--- config.mk ---
export PLATFORM = sky130hd
export DESIGN_NAME = spi_nor_flash_command_sequencer_core
export DESIGN_NICKNAME = d
export VERILOG_FILES = /design/src/hdl/snfc_pkg.sv /design/src/hdl/spi_nor_flash_command_sequencer_core.sv /design/src/hdl/snfc_front.sv /design/src/hdl/snfc_fifo.sv /design/src/hdl/snfc_back.sv
export SDC_FILE = /design/constraint.sdc
export NUM_CORES = 1
export LEC_CHECK = 0
export ABC_AREA = 1
export BUFFER_PORTS_ARGS = -buffer_cell sky130_fd_sc_hd__buf_2
export CORE_MARGIN = 8
export CORE_UTILIZATION = 50
export CTS_CLUSTER_DIAMETER = 100
export DETAILED_ROUTE_END_ITERATION = 7
export HOLD_SLACK_MARGIN = 0.08
export PLACE_DENSITY = 0.67
export SLEW_MARGIN = 5
export SYNTH_ARGS = -nofsm -noshare
export SYNTH_HDL_FRONTEND = slang
export SYNTH_SLANG_ARGS = --single-unit
--- constraint.sdc ---
create_clock -name clk -period 6 [get_ports clk]
set_input_delay 0.3 -clock clk [delete_from_list [all_inputs] [get_ports clk]]
set_output_delay 0.3 -clock clk [all_outputs]
set_load 0.05 [all_outputs]
--- src/hdl/snfc_pkg.sv ---
// Shared types, codes and the result script decoder of the flash command sequencer.
`timescale 1ns / 1ps
package snfc_pkg;

    localparam int ID_BYTES_DEF   = 3;
    localparam int PAGE_BYTES     = 256;
    localparam int QUEUE_DEPTH    = 4;
    localparam int ADDR_W         = 24;
    localparam int LEN_W          = 16;
    localparam int CHUNK_W        = 9;
    localparam int STEP_W         = 4;

    localparam logic [2:0] OP_READ_ID = 3'd0;
    localparam logic [2:0] OP_READ    = 3'd1;
    localparam logic [2:0] OP_PROGRAM = 3'd2;
    localparam logic [2:0] OP_SECTOR  = 3'd3;
    localparam logic [2:0] OP_CHIP    = 3'd4;
    localparam logic [2:0] OP_DATA    = 3'd5;
    localparam logic [2:0] OP_REPLY   = 3'd6;

    localparam logic [7:0] CMD_READ_ID = 8'h9F;
    localparam logic [7:0] CMD_PROGRAM = 8'h02;
    localparam logic [7:0] CMD_READ    = 8'h03;
    localparam logic [7:0] CMD_STATUS  = 8'h05;
    localparam logic [7:0] CMD_WREN    = 8'h06;
    localparam logic [7:0] CMD_SECTOR  = 8'h20;
    localparam logic [7:0] CMD_CHIP    = 8'hC7;
    localparam logic [7:0] BUSY_MASK   = 8'h01;

    localparam logic [CHUNK_W-1:0] CHUNK_RESET = 9'd8;
    localparam logic [CHUNK_W-1:0] CHUNK_MAX   = 9'd256;

    typedef enum logic [3:0] {
        PH_IDLE, PH_ID_RX, PH_RD_RX, PH_ER_PRE, PH_ER_POST, PH_PG_DATA, PH_PG_POLL
    } phase_t;

    typedef enum logic [2:0] {
        ACT_SEL, ACT_SEND, ACT_RECV, ACT_DESEL, ACT_HOST, ACT_DONE, ACT_REJECT
    } action_t;

    typedef enum logic [3:0] {
        S_REJECT, S_ID_START, S_RD_START, S_RD_EMPTY, S_DONE, S_CHUNK, S_POLL_CHUNK,
        S_ERASE, S_HOST_RECV, S_HOST_END, S_RECV, S_SECTOR, S_CHIP, S_DESEL_DONE,
        S_PG_BYTE, S_PG_LAST
    } script_t;

    typedef struct packed {
        script_t           script;
        logic [ADDR_W-1:0] addr;
        logic [7:0]        data;
    } record_t;

    typedef struct packed {
        action_t    action;
        logic [7:0] value;
        logic       last;
    } step_t;

    function automatic step_t mk(action_t a, logic [7:0] v, logic l);
        step_t s;
        s.action = a;
        s.value  = v;
        s.last   = l;
        return s;
    endfunction

    // Bytes in the next program command: chunk size clamped, then bytes left, then page room.
    function automatic logic [CHUNK_W-1:0] chunk_len(logic [CHUNK_W-1:0] cs,
                                                     logic [LEN_W-1:0] left,
                                                     logic [ADDR_W-1:0] addr);
        logic [CHUNK_W-1:0] c;
        logic [CHUNK_W-1:0] room;
        c = cs;
        if (c == '0) c = 9'd1;
        if (c > CHUNK_MAX) c = CHUNK_MAX;
        if (LEN_W'(c) > left) c = left[CHUNK_W-1:0];
        room = CHUNK_W'(PAGE_BYTES) - {1'b0, addr[7:0]};
        if (c > room) c = room;
        return c;
    endfunction

    function automatic step_t chunk_step(logic [STEP_W-1:0] i, logic [ADDR_W-1:0] a);
        step_t s;
        s = mk(ACT_REJECT, 8'h00, 1'b1);
        unique case (i)
            4'd0: s = mk(ACT_SEL, 8'h00, 1'b0);
            4'd1: s = mk(ACT_SEND, CMD_WREN, 1'b0);
            4'd2: s = mk(ACT_DESEL, 8'h00, 1'b0);
            4'd3: s = mk(ACT_SEL, 8'h00, 1'b0);
            4'd4: s = mk(ACT_SEND, CMD_PROGRAM, 1'b0);
            4'd5: s = mk(ACT_SEND, a[23:16], 1'b0);
            4'd6: s = mk(ACT_SEND, a[15:8], 1'b0);
            4'd7: s = mk(ACT_SEND, a[7:0], 1'b1);
            default: s = mk(ACT_REJECT, 8'h00, 1'b1);
        endcase
        return s;
    endfunction

    function automatic step_t script_step(record_t r, logic [STEP_W-1:0] i);
        step_t s;
        s = mk(ACT_REJECT, 8'h00, 1'b1);
        unique case (r.script)
            S_REJECT, S_DONE, S_RECV, S_PG_BYTE: begin
                unique case (r.script)
                    S_DONE:    s = mk(ACT_DONE, 8'h00, 1'b1);
                    S_RECV:    s = mk(ACT_RECV, 8'h00, 1'b1);
                    S_PG_BYTE: s = mk(ACT_SEND, r.data, 1'b1);
                    default:   s = mk(ACT_REJECT, 8'h00, 1'b1);
                endcase
            end
            S_ID_START: begin
                unique case (i)
                    4'd0:    s = mk(ACT_SEL, 8'h00, 1'b0);
                    4'd1:    s = mk(ACT_SEND, CMD_READ_ID, 1'b0);
                    default: s = mk(ACT_RECV, 8'h00, 1'b1);
                endcase
            end
            S_RD_START, S_RD_EMPTY: begin
                unique case (i)
                    4'd0: s = mk(ACT_SEL, 8'h00, 1'b0);
                    4'd1: s = mk(ACT_SEND, CMD_READ, 1'b0);
                    4'd2: s = mk(ACT_SEND, r.addr[23:16], 1'b0);
                    4'd3: s = mk(ACT_SEND, r.addr[15:8], 1'b0);
                    4'd4: s = mk(ACT_SEND, r.addr[7:0], 1'b0);
                    4'd5: s = (r.script == S_RD_START) ? mk(ACT_RECV, 8'h00, 1'b1)
                                                       : mk(ACT_DESEL, 8'h00, 1'b0);
                    default: s = mk(ACT_DONE, 8'h00, 1'b1);
                endcase
            end
            S_CHUNK: s = chunk_step(i, r.addr);
            S_POLL_CHUNK: begin
                if (i == '0) s = mk(ACT_DESEL, 8'h00, 1'b0);
                else s = chunk_step(i - 4'd1, r.addr);
            end
            S_ERASE: begin
                unique case (i)
                    4'd0: s = mk(ACT_SEL, 8'h00, 1'b0);
                    4'd1: s = mk(ACT_SEND, CMD_WREN, 1'b0);
                    4'd2: s = mk(ACT_DESEL, 8'h00, 1'b0);
                    4'd3: s = mk(ACT_SEL, 8'h00, 1'b0);
                    4'd4: s = mk(ACT_SEND, CMD_STATUS, 1'b0);
                    default: s = mk(ACT_RECV, 8'h00, 1'b1);
                endcase
            end
            S_HOST_RECV: begin
                if (i == '0) s = mk(ACT_HOST, r.data, 1'b0);
                else s = mk(ACT_RECV, 8'h00, 1'b1);
            end
            S_HOST_END: begin
                unique case (i)
                    4'd0:    s = mk(ACT_HOST, r.data, 1'b0);
                    4'd1:    s = mk(ACT_DESEL, 8'h00, 1'b0);
                    default: s = mk(ACT_DONE, 8'h00, 1'b1);
                endcase
            end
            S_SECTOR: begin
                unique case (i)
                    4'd0: s = mk(ACT_DESEL, 8'h00, 1'b0);
                    4'd1: s = mk(ACT_SEL, 8'h00, 1'b0);
                    4'd2: s = mk(ACT_SEND, CMD_SECTOR, 1'b0);
                    4'd3: s = mk(ACT_SEND, r.addr[23:16], 1'b0);
                    4'd4: s = mk(ACT_SEND, r.addr[15:8], 1'b0);
                    4'd5: s = mk(ACT_SEND, r.addr[7:0], 1'b0);
                    4'd6: s = mk(ACT_DESEL, 8'h00, 1'b0);
                    4'd7: s = mk(ACT_SEL, 8'h00, 1'b0);
                    4'd8: s = mk(ACT_SEND, CMD_STATUS, 1'b0);
                    default: s = mk(ACT_RECV, 8'h00, 1'b1);
                endcase
            end
            S_CHIP: begin
                unique case (i)
                    4'd0: s = mk(ACT_DESEL, 8'h00, 1'b0);
                    4'd1: s = mk(ACT_SEL, 8'h00, 1'b0);
                    4'd2: s = mk(ACT_SEND, CMD_CHIP, 1'b0);
                    4'd3: s = mk(ACT_DESEL, 8'h00, 1'b0);
                    4'd4: s = mk(ACT_SEL, 8'h00, 1'b0);
                    4'd5: s = mk(ACT_SEND, CMD_STATUS, 1'b0);
                    default: s = mk(ACT_RECV, 8'h00, 1'b1);
                endcase
            end
            S_DESEL_DONE: begin
                if (i == '0) s = mk(ACT_DESEL, 8'h00, 1'b0);
                else s = mk(ACT_DONE, 8'h00, 1'b1);
            end
            S_PG_LAST: begin
                unique case (i)
                    4'd0: s = mk(ACT_SEND, r.data, 1'b0);
                    4'd1: s = mk(ACT_DESEL, 8'h00, 1'b0);
                    4'd2: s = mk(ACT_SEL, 8'h00, 1'b0);
                    4'd3: s = mk(ACT_SEND, CMD_STATUS, 1'b0);
                    default: s = mk(ACT_RECV, 8'h00, 1'b1);
                endcase
            end
            default: s = mk(ACT_REJECT, 8'h00, 1'b1);
        endcase
        return s;
    endfunction

endpackage

--- src/hdl/spi_nor_flash_command_sequencer_core.sv ---
// Top level of the serial NOR flash command sequencer.
`timescale 1ns / 1ps
// Byte-level host side of a serial NOR flash link. Push request, program data and
// flash reply words; pop bus actions and host events. Each accepted word is
// decided combinationally by the front end, which updates the transaction state
// and queues a short script; the back end expands the script into result words
// at one word per cycle unless the receiver holds the output. A word yields 1 to
// 10 results, and the input is held off only while the four-entry queue is full.
// Program commands never cross a 256-byte page. Requests while busy, data or
// replies not expected, and unknown operations each yield a single reject.
module spi_nor_flash_command_sequencer_core #(
    parameter int ID_BYTES = snfc_pkg::ID_BYTES_DEF
) (
    input  logic                          clk,
    input  logic                          rst_n,
    input  logic                          push,
    output logic                          full,
    input  logic [2:0]                    operation,
    input  logic [snfc_pkg::ADDR_W-1:0]   address,
    input  logic [snfc_pkg::LEN_W-1:0]    length,
    input  logic [7:0]                    data_byte,
    output logic                          empty,
    input  logic                          pop,
    output logic [2:0]                    action,
    output logic [7:0]                    byte_value,
    output logic                          last,
    input  logic                          cfg_we,
    input  logic [snfc_pkg::CHUNK_W-1:0]  cfg_data
);

    localparam int RW = $bits(snfc_pkg::record_t);

    snfc_pkg::record_t rec_in, rec_out;
    logic [RW-1:0]     rec_bits;
    logic              take, q_empty, q_pop;

    // Take a word only when the queue has room for its script.
    assign take = push && !full;

    snfc_front #(.ID_BYTES(ID_BYTES)) u_front (
        .clk       (clk),
        .rst_n     (rst_n),
        .take      (take),
        .operation (operation),
        .address   (address),
        .length    (length),
        .data_byte (data_byte),
        .cfg_we    (cfg_we),
        .cfg_data  (cfg_data),
        .rec       (rec_in)
    );

    snfc_fifo #(.WIDTH(RW), .DEPTH(snfc_pkg::QUEUE_DEPTH)) u_fifo (
        .clk     (clk),
        .rst_n   (rst_n),
        .wr_en   (take),
        .wr_data (rec_in),
        .rd_en   (q_pop),
        .rd_data (rec_bits),
        .full    (full),
        .empty   (q_empty)
    );

    assign rec_out = snfc_pkg::record_t'(rec_bits);

    // Drain the queue head step by step; release it on its final step.
    snfc_back u_back (
        .clk        (clk),
        .rst_n      (rst_n),
        .rec        (rec_out),
        .rec_valid  (!q_empty),
        .rec_pop    (q_pop),
        .action     (action),
        .byte_value (byte_value),
        .last       (last),
        .empty      (empty),
        .pop        (pop)
    );

endmodule

--- src/hdl/snfc_front.sv ---
// Front end: accept words, track the transaction state and pick a result script.
`timescale 1ns / 1ps
module snfc_front #(
    parameter int ID_BYTES = snfc_pkg::ID_BYTES_DEF
) (
    input  logic                                clk,
    input  logic                                rst_n,
    input  logic                                take,
    input  logic [2:0]                          operation,
    input  logic [snfc_pkg::ADDR_W-1:0]         address,
    input  logic [snfc_pkg::LEN_W-1:0]          length,
    input  logic [7:0]                          data_byte,
    input  logic                                cfg_we,
    input  logic [snfc_pkg::CHUNK_W-1:0]        cfg_data,
    output snfc_pkg::record_t                   rec
);

    snfc_pkg::phase_t                   phase_reg, phase_next;
    logic [2:0]                         req_reg, req_next;
    logic [snfc_pkg::ADDR_W-1:0]        addr_reg, addr_next;
    logic [snfc_pkg::LEN_W-1:0]         left_reg, left_next;
    logic [snfc_pkg::CHUNK_W-1:0]       chunk_reg, chunk_next;
    logic [1:0]                         id_reg, id_next;
    logic [snfc_pkg::CHUNK_W-1:0]       size_reg;
    logic [2:0]                         id_inc;
    logic [snfc_pkg::LEN_W-1:0]         left_dec;
    logic [snfc_pkg::CHUNK_W-1:0]       chunk_dec;
    logic                               busy;

    assign id_inc    = {1'b0, id_reg} + 3'd1;
    assign left_dec  = left_reg - 16'd1;
    assign chunk_dec = chunk_reg - 9'd1;
    assign busy      = (data_byte & snfc_pkg::BUSY_MASK) != 8'h00;

    always_comb
    begin
        phase_next = phase_reg;
        req_next   = req_reg;
        addr_next  = addr_reg;
        left_next  = left_reg;
        chunk_next = chunk_reg;
        id_next    = id_reg;
        rec.script = snfc_pkg::S_REJECT;
        rec.addr   = addr_reg;
        rec.data   = data_byte;
        if (operation <= snfc_pkg::OP_CHIP) begin
            if (phase_reg == snfc_pkg::PH_IDLE) begin
                req_next  = operation;
                addr_next = address;
                rec.addr  = address;
                unique case (operation)
                    snfc_pkg::OP_READ_ID: begin
                        id_next    = 2'd0;
                        rec.script = snfc_pkg::S_ID_START;
                        phase_next = snfc_pkg::PH_ID_RX;
                    end
                    snfc_pkg::OP_READ: begin
                        left_next = length;
                        if (length == '0) begin
                            rec.script = snfc_pkg::S_RD_EMPTY;
                        end else begin
                            rec.script = snfc_pkg::S_RD_START;
                            phase_next = snfc_pkg::PH_RD_RX;
                        end
                    end
                    snfc_pkg::OP_PROGRAM: begin
                        left_next = length;
                        if (length == '0) begin
                            rec.script = snfc_pkg::S_DONE;
                        end else begin
                            chunk_next = snfc_pkg::chunk_len(size_reg, length, address);
                            rec.script = snfc_pkg::S_CHUNK;
                            phase_next = snfc_pkg::PH_PG_DATA;
                        end
                    end
                    default: begin
                        rec.script = snfc_pkg::S_ERASE;
                        phase_next = snfc_pkg::PH_ER_PRE;
                    end
                endcase
            end
        end else if (operation == snfc_pkg::OP_DATA) begin
            if (phase_reg == snfc_pkg::PH_PG_DATA) begin
                addr_next  = addr_reg + 24'd1;
                left_next  = left_dec;
                chunk_next = chunk_dec;
                if (chunk_dec == '0) begin
                    rec.script = snfc_pkg::S_PG_LAST;
                    phase_next = snfc_pkg::PH_PG_POLL;
                end else begin
                    rec.script = snfc_pkg::S_PG_BYTE;
                end
            end
        end else if (operation == snfc_pkg::OP_REPLY) begin
            unique case (phase_reg)
                snfc_pkg::PH_ID_RX: begin
                    id_next = id_inc[1:0];
                    if (id_inc >= 3'(ID_BYTES)) begin
                        rec.script = snfc_pkg::S_HOST_END;
                        phase_next = snfc_pkg::PH_IDLE;
                    end else begin
                        rec.script = snfc_pkg::S_HOST_RECV;
                    end
                end
                snfc_pkg::PH_RD_RX: begin
                    left_next = left_dec;
                    if (left_dec == '0) begin
                        rec.script = snfc_pkg::S_HOST_END;
                        phase_next = snfc_pkg::PH_IDLE;
                    end else begin
                        rec.script = snfc_pkg::S_HOST_RECV;
                    end
                end
                snfc_pkg::PH_ER_PRE: begin
                    if (busy) begin
                        rec.script = snfc_pkg::S_RECV;
                    end else begin
                        rec.script = (req_reg == snfc_pkg::OP_SECTOR) ? snfc_pkg::S_SECTOR
                                                                      : snfc_pkg::S_CHIP;
                        phase_next = snfc_pkg::PH_ER_POST;
                    end
                end
                snfc_pkg::PH_ER_POST: begin
                    if (busy) begin
                        rec.script = snfc_pkg::S_RECV;
                    end else begin
                        rec.script = snfc_pkg::S_DESEL_DONE;
                        phase_next = snfc_pkg::PH_IDLE;
                    end
                end
                snfc_pkg::PH_PG_POLL: begin
                    if (busy) begin
                        rec.script = snfc_pkg::S_RECV;
                    end else if (left_reg == '0) begin
                        rec.script = snfc_pkg::S_DESEL_DONE;
                        phase_next = snfc_pkg::PH_IDLE;
                    end else begin
                        chunk_next = snfc_pkg::chunk_len(size_reg, left_reg, addr_reg);
                        rec.script = snfc_pkg::S_POLL_CHUNK;
                        phase_next = snfc_pkg::PH_PG_DATA;
                    end
                end
                default: rec.script = snfc_pkg::S_REJECT;
            endcase
        end
    end

    always_ff @(posedge clk or negedge rst_n)
    begin
        if (!rst_n) begin
            phase_reg <= snfc_pkg::PH_IDLE;
            req_reg   <= '0;
            addr_reg  <= '0;
            left_reg  <= '0;
            chunk_reg <= '0;
            id_reg    <= '0;
            size_reg  <= snfc_pkg::CHUNK_RESET;
        end else begin
            if (take) begin
                phase_reg <= phase_next;
                req_reg   <= req_next;
                addr_reg  <= addr_next;
                left_reg  <= left_next;
                chunk_reg <= chunk_next;
                id_reg    <= id_next;
            end
            if (cfg_we) begin
                size_reg <= cfg_data;
            end
        end
    end

endmodule

--- src/hdl/snfc_fifo.sv ---
// Small register queue that decouples the front end from the back end.
`timescale 1ns / 1ps
module snfc_fifo #(
    parameter int WIDTH = 32,
    parameter int DEPTH = snfc_pkg::QUEUE_DEPTH
) (
    input  logic             clk,
    input  logic             rst_n,
    input  logic             wr_en,
    input  logic [WIDTH-1:0] wr_data,
    input  logic             rd_en,
    output logic [WIDTH-1:0] rd_data,
    output logic             full,
    output logic             empty
);

    localparam int PW = (DEPTH > 1) ? $clog2(DEPTH) : 1;
    localparam int CW = $clog2(DEPTH + 1);

    logic [WIDTH-1:0] mem_reg [DEPTH];
    logic [PW-1:0]    wp_reg, rp_reg;
    logic [CW-1:0]    cnt_reg;

    assign full    = cnt_reg == CW'(DEPTH);
    assign empty   = cnt_reg == '0;
    assign rd_data = mem_reg[rp_reg];

    function automatic logic [PW-1:0] bump(logic [PW-1:0] p);
        return (p == PW'(DEPTH - 1)) ? '0 : p + 1'b1;
    endfunction

    always_ff @(posedge clk)
    begin
        if (wr_en) mem_reg[wp_reg] <= wr_data;
    end

    always_ff @(posedge clk or negedge rst_n)
    begin
        if (!rst_n) begin
            wp_reg  <= '0;
            rp_reg  <= '0;
            cnt_reg <= '0;
        end else begin
            if (wr_en) wp_reg <= bump(wp_reg);
            if (rd_en) rp_reg <= bump(rp_reg);
            cnt_reg <= cnt_reg + CW'(wr_en) - CW'(rd_en);
        end
    end

endmodule

--- src/hdl/snfc_back.sv ---
// Back end: queued scripts become results, one per cycle unless held.
`timescale 1ns / 1ps
module snfc_back (
    input  logic              clk,
    input  logic              rst_n,
    input  snfc_pkg::record_t rec,
    input  logic              rec_valid,
    output logic              rec_pop,
    output logic [2:0]        action,
    output logic [7:0]        byte_value,
    output logic              last,
    output logic              empty,
    input  logic              pop
);

    logic [snfc_pkg::STEP_W-1:0] idx_reg;
    logic                        valid_reg;
    snfc_pkg::step_t             out_reg, cur;
    logic                        advance;

    assign cur        = snfc_pkg::script_step(rec, idx_reg);
    assign advance    = rec_valid && (!valid_reg || pop);
    assign rec_pop    = advance && cur.last;
    assign empty      = !valid_reg;
    assign action     = out_reg.action;
    assign byte_value = out_reg.value;
    assign last       = out_reg.last;

    always_ff @(posedge clk)
    begin
        if (advance) out_reg <= cur;
    end

    always_ff @(posedge clk or negedge rst_n)
    begin
        if (!rst_n) begin
            idx_reg   <= '0;
            valid_reg <= 1'b0;
        end else begin
            if (advance) begin
                idx_reg   <= cur.last ? '0 : idx_reg + 1'b1;
                valid_reg <= 1'b1;
            end else if (pop) begin
                valid_reg <= 1'b0;
            end
        end
    end

endmodule

==> results of run 1 <==
[area by class of cell]
class,count,area share
inverter,225,0.0508
timing repair buffer,122,0.0473
multi-input combinational,1308,0.422
clock inverter,14,0.00868
tap,390,0.0292
clock buffer,36,0.0448
sequential,234,0.397
[logic make-up after synthesis]
logic type      after synthesis
simple gates                858
flops                       234
buf+inv                     281
fa+ha+maj                    57
mux                           7
xor+xnor                     37
compound gates              349
[synthesized netlist by cell type, drive strengths merged (8+ instances only)]
library cell  number  area (um2)
nand2            436        1690
inv              223         842
nor2             184         781
o21ai            174         890
edfxtp           156        4680
nand3            154         791
dfrtp             77        1930
a21oi             68         340
ha                56         701
clkbuf            38         146
nor3              32         198
xor2              31         272
o22ai             30         194
nand4             25         171
o211ai            23         178
buf               18         116
a211oi            13        97.6
nor4              10        90.1
and2               9        56.3
o2111ai            8        70.1
[critical path, delay by kind of cell, from the launching register on]
family | cells | cell delay, ps
compound gates | 4 | 670
fa+ha+maj | 2 | 520
buf+inv | 2 | 160
flops | 1 | 460
simple gates | 22 | 2580
[per-layer routing]
layer / part of all wire / up-vias / track usage
met5: 0 / - / 0
met4: 0.034 / 0 / 0.0842
met3: 0.056 / 84 / 0.0308
met2: 0.48 / 480 / 0.403
met1: 0.43 / 6269 / 0.306
li1: - / 6406 / -
[where the power goes]
| part | switching [W] | internal (W) |
|---|---|---|
| Sequential | 0.000300 | 0.00245 |
| Clock | 0.000675 | 0.000970 |
| Combinational | 0.00293 | 0.00117 |
| Total | 0.00391 | 0.00458 |
[worst paths after layout]
kind	start	endpoint	slack, ps	depth (start not counted)
worst max-delay path	u_front.size_reg[2]$_DFFE_PN0P_	u_front.chunk_reg[5]$_DFFE_PN0P_	1520	30
worst min-delay path	address[22]	u_front.addr_reg[22]$_DFFE_PN0P_	100	3
worst max register to register	u_front.size_reg[2]$_DFFE_PN0P_	u_front.chunk_reg[5]$_DFFE_PN0P_	1520	30
worst min register to register	u_front.req_reg[1]$_DFFE_PN0P_	u_front.req_reg[1]$_DFFE_PN0P_	490	2
max in group asynchronous	rst_n	u_fifo.wp_reg[0]$_DFFE_PN0P_	4650	3
min in group asynchronous	rst_n	u_front.addr_reg[14]$_DFFE_PN0P_	260	2
[timing repair]
action                     CTS  global route
setup buffers                0             0
hold endpoints to repair    79             0
setup endpoints to repair    0             0
hold buffers                27             0
[placed cells by master, fill, tap and decap left out, types with 5 or more instances in the layout]
cell type,n
ha_1,56
a32o_1,5
nand4_1,24
buf_2,77
o21ai_0,162
nand2_1,421
nor2_1,154
a21oi_1,68
clkbuf_16,27
nor3_1,27
o211ai_1,22
nor2_2,19
dlygate4sd3_1,27
nor2_4,11
xor2_1,31
edfxtp_1,156
inv_1,208
clkbuf_1,5
o22ai_1,29
a221oi_1,7
mux2_2,7
buf_4,18
clkinv_2,5
a211oi_1,13
nand3_1,150
and2_1,9
o21ai_1,9
o221ai_1,5
nand2_2,11
inv_2,13
dfrtp_1,76
xnor2_1,6
o2111ai_1,8
nor4_1,7
[metrics by stage]
step	power (W)	instances	utilization
global route	0.00912	2329	0.570
CTS	0.00849	2329	0.570
floorplan	0.00562	1823	-
detailed placement	0.00681	2252	0.530
finish	0.00849	2329	0.570
global placement	0.00677	2252	0.530
==> impl_metrics.json, run 1 <==
{
  "fillCellCount": 2701,
  "seqCellArea_um2": 6640,
  "synth_fa_ha_area_frac": 0.0488,
  "clockRootBuffer": "clkbuf_16",
  "synthMuxAreaShare": 0.00534,
  "grt_pass1_wl_um": 68000,
  "min_path_type": "in2reg",
  "drive_gt1_frac": 0.118,
  "htreeDepth": 1,
  "synth_top_family_by_area": "simple AND/OR/NAND/NOR gates",
  "netlist_instances": 1823,
  "yosysSeqAreaShare": 0.450,
  "area_growth_pct": 13.2,
  "critPathMaxStageDelay_ps": 460,
  "crit_path_start_kind": "flip-flop",
  "multi_input_area_um2": 7050,
  "period_share": 0.747,
  "crit_slowest_cell": "dfrtp_1",
  "synth_nets": 1945,
  "fin_setup_tns_ps": 0,
  "wl_per_cell_um": 18.2,
  "gp_congestion": 0.975,
  "maxSlewHeadroom": 0.310,
  "viasPerCell": 5.68,
  "fp.dieH_um": 188,
  "ant_nets": 0,
  "pwr_density_cell_nw_per_um2": 508,
  "crit_arrival_ps": 4950,
  "dieArea_um2": 35300,
  "cp_common_cell": "nand2_1",
  "final_max_slew_viol_count": 0,
  "synthXorXnorAreaFrac": 0.0220,
  "numPortBuffers": 78,
  "maxCapViolCount": 0,
  "stdcell_area_um2": 16700,
  "grt_antenna_before_repair": 0,
  "clk_latency_ps": 550,
  "cts_max_path_buffers": 3,
  "yosys_warnings": 0,
  "hold_viol_final": 0,
  "firstDrtPassIters": 6,
  "status": "finished, final reports clean",
  "largest_reg_flops": 144,
  "grt_usage": 0.237,
  "worstMarginPinSlew_ps": 1030,
  "cts_resized": 0,
  "routed-via-count": 13200,
  "finClkSkew_ps": 10.2,
  "dp_worst_setup_slack_ps": 1580,
  "setup_ws_ps": 1520,
  "critPathKind": "reg2reg",
  "rows": 63,
  "ios": 79,
  "initial_core_util": 0.503,
  "clk_pin_slew_worst_paths_ps": 60,
  "ys_async_sr_fraction": 0.333,
  "cts_sinks": 234,
  "p_leak_nw": 7.19,
  "dpl.hpwl_um": 31100,
  "fmax_ghz": 0.223,
  "cp_max_fo": 10,
  "drt-total-wl_um": 42500,
  "die_x_um": 188,
  "cp-end-kind": "flip-flop",
  "fin_crit_ps": 4480,
  "drc": 0,
  "rsz0062_at_grt": "false",
  "core_area_um2": 29300,
  "ys.flop_type": "edfxtp_1",
  "grt_pass1_vias": 12700,
  "synth_area_um2": 14800,
  "nNetsFinal": 2040,
  "cts_made_buffers": 27,
  "hold-worst-slack_ps": 101,
  "ys_seq_elements": 234,
  "synth_simple_gate_area_frac": 0.260,
  "ir_drop_mv": 0.243,
  "place_area_um2": 15500,
  "setup_violations": 0,
  "synth_compound_area_frac": 0.139,
  "yosysUniqueCellTypes": 64,
  "gr-total-overflow": 0,
  "drt_iter0_drc": 1149,
  "grt_max_degree": 75,
  "avgSynthCellArea_um2": 8.10,
  "cts_tree": "done",
  "synth_edf_count": 156,
  "crit_required_ps": 6470,
  "num_antenna_cells": 0
}
Note: power is estimated with default switching activity, not from simulation.
==> run 2: changes to the inputs <==
--- a/config.mk
+++ b/config.mk
@@ -12,7 +12,7 @@
 export CTS_CLUSTER_DIAMETER = 100
 export DETAILED_ROUTE_END_ITERATION = 7
 export HOLD_SLACK_MARGIN = 0.08
-export PLACE_DENSITY = 0.67
+export PLACE_DENSITY = 0.7
 export SLEW_MARGIN = 5
 export SYNTH_ARGS = -nofsm -noshare
 export SYNTH_HDL_FRONTEND = slang
==> constraint.sdc (replaced) <==
create_clock -name clk -period 3.77 [get_ports clk]
set_input_delay 0.1885 -clock clk [delete_from_list [all_inputs] [get_ports clk]]
set_output_delay 0.1885 -clock clk [all_outputs]
set_load 0.05 [all_outputs]
==> impl_metrics.json, run 2 (synthesis gave the netlist of run 1 again) <==
{
  "grt_antenna_before_repair": 0,
  "setup_ws_ps": -185,
  "maxCapViolCount": 0,
  "nNetsFinal": 2185,
  "grt_usage": 0.248,
  "final_cell_mix": "nand2_1, inv_1, o21ai_0",
  "die_x_um": 188,
  "crit_arrival_ps": 4400,
  "drt_iter0_drc": 1187,
  "path_delay_family": "simple AND/OR/NAND/NOR gates",
  "clk_pin_slew_worst_paths_ps": 60,
  "final_common_cell": "nand2_1",
  "hold-worst-slack_ps": 96.4,
  "final_max_slew_viol_count": 0,
  "setup_violations": 9,
  "drc": 0,
  "viasPerCell": 5.65,
  "cts_max_path_buffers": 3,
  "power_switching_w": 0.00646,
  "wl_per_cell_um": 18.4,
  "crit_path_start_kind": "flip-flop",
  "critPathMaxStageDelay_ps": 590,
  "area_growth_pct": 25.7,
  "p_leak_nw": 7.91,
  "dieArea_um2": 35300,
  "combPwrFrac": 0.506,
  "critPathKind": "reg2reg",
  "ant_nets": 0,
  "violations": "setup timing",
  "clockRootBuffer": "clkbuf_16",
  "crit_buf_inv": 5,
  "initial_core_util": 0.503,
  "ir_drop_mv": 0.372,
  "routed-via-count": 14000,
  "rsz0062_at_grt": "true",
  "clk_latency_ps": 560,
  "fin_setup_tns_ps": -1400,
  "crit_required_ps": 4210,
  "dpl.hpwl_um": 31800,
  "finClkSkew_ps": 9.14,
  "gr-total-overflow": 0,
  "gp_congestion": 0.993,
  "rows": 63,
  "fp.dieH_um": 188,
  "status": "finished, violations left",
  "core_area_um2": 29300,
  "numPortBuffers": 78,
  "grt_max_degree": 58,
  "fmax_ghz": 0.253,
  "num_antenna_cells": 0,
  "firstDrtPassIters": 6,
  "maxSlewHeadroom": 0.397,
  "drt-total-wl_um": 45500,
  "sw_frac_of_total": 0.456,
  "fin_crit_ps": 3960,
  "p_clk_frac": 0.184,
  "grt_pass1_wl_um": 71600,
  "period_share": 1.05,
  "crit_slowest_cell": "or4_4",
  "pwr_density_cell_nw_per_um2": 764,
  "htreeDepth": 1,
  "largest_reg_flops": 144,
  "cts_made_buffers": 27,
  "cts_tree": "done",
  "p_int_w": 0.00771,
  "cp-end-kind": "flip-flop",
  "seq_power_share": 0.311,
  "cp_max_fo": 5,
  "worstMarginPinSlew_ps": 896,
  "hold_viol_final": 0,
  "grt_pass1_vias": 13600,
  "min_path_type": "in2reg",
  "ios": 79,
  "drive_gt1_frac": 0.214,
  "cts_sinks": 234
}
run 2: cell types whose count changed in the layout (fill, tap and decap cells not counted), moves of 15 or more:
| cell | delta |
|---|---|
| a21oi_1 | -20 |
| a21oi_2 | +20 |
| buf_4 | +93 |
| dlygate4sd3_1 | +38 |
| ha_1 | -16 |
| ha_4 | +15 |
| nand2_1 | -26 |
| nand2_2 | +17 |
| nand3_1 | -23 |
| nand3_2 | +19 |
run 2: per-layer routing:
| layer | up-vias | track usage | wire length (um) |
|---|---|---|---|
| li1 | 6697 | - | - |
| met2 | 542 | 0.428 | 22500 |
| met5 | - | 0 | 0 |
| met3 | 118 | 0.0312 | 2720 |
| met4 | 0 | 0.107 | 1950 |
| met1 | 6629 | 0.309 | 18300 |
run 2: power by group through the flow:
| stage | clock, W | combinational (W) | sequential, W |
|---|---|---|---|
| after floorplan | 0 | 0.00441 | 0.00453 |
| after global routing | 0.00274 | 0.00793 | 0.00448 |
| after detailed placement | 0 | 0.00659 | 0.00443 |
| final | 0.00260 | 0.00716 | 0.00440 |
| after global placement | 0 | 0.00649 | 0.00441 |
| after CTS | 0.00264 | 0.00683 | 0.00439 |
run 2: worst paths after layout:
| path | start | end | slack (ps) | depth (start not counted) |
|---|---|---|---|---|
| min in group asynchronous | rst_n | u_back.idx_reg[2]$_DFFE_PN0P_ | 260 | 2 |
| setup / recovery | u_front.size_reg[3]$_DFFE_PN1P_ | u_front.chunk_reg[6]$_DFFE_PN0P_ | -190 | 27 |
| setup reg to reg | u_front.size_reg[3]$_DFFE_PN1P_ | u_front.chunk_reg[6]$_DFFE_PN0P_ | -190 | 27 |
| hold reg to reg | u_front.req_reg[1]$_DFFE_PN0P_ | u_front.req_reg[1]$_DFFE_PN0P_ | 510 | 2 |
| hold / removal | operation[1] | u_front.req_reg[1]$_DFFE_PN0P_ | 100 | 3 |
| max in group asynchronous | rst_n | u_front.left_reg[0]$_DFFE_PN0P_ | 2600 | 3 |
run 2: layout make-up:
type	count	area (um2)
clock buffer	39	741
clock inverter	11	136
inverter	225	857
tap	390	488
timing repair buffer	265	2000
multi-input combinational	1310	7690
fill	2463	10800
sequential	234	6640
run 2: stage by stage:
stage               cells  instance area, um2  worst slack, ps  utilization  total power [W]
floorplan            1823               14800             71.0            -          0.00894
global placement     2329               16100             -248        0.550           0.0109
detailed placement   2329               16100             -359        0.550           0.0110
CTS                  2461               18100            -1.65        0.616           0.0139
global route         2474               18600             -400        0.633           0.0151
finish               2474               18600             -185        0.633           0.0142
run 2: worst reg2reg max path: stages (launching register included):
cell and delay [ps]:
dfstp_2 540, nor2_2 40, nand2_2 100, o21ai_4 80, buf_6 130, nand2_1 80, inv_1 100, ha_1 220
a21oi_2 160, nor2_2 60, a211oi_2 190, nand2_1 90, nand2_2 80, nand2_4 80, nand2_4 120, buf_6 140
nand2_4 60, and2_4 140, ha_4 260, nand2_2 40, or4_4 590, buf_6 170, nand3_2 70, nand2_2 40
inv_1 80, nand2_1 70, nand2_1 70, a21oi_1 60
run 2: repair_timing:
| item | in CTS | in global routing |
|---|---|---|
| setup buffers | 14 | 13 |
| gates cloned | 3 | 1 |
| hold endpoints to repair | 138 | 0 |
| gates resized for setup | 70 | 87 |
| pin swaps | 20 | 63 |
| hold buffers | 65 | 0 |
| endpoints found under the setup margin | 9 | 11 |
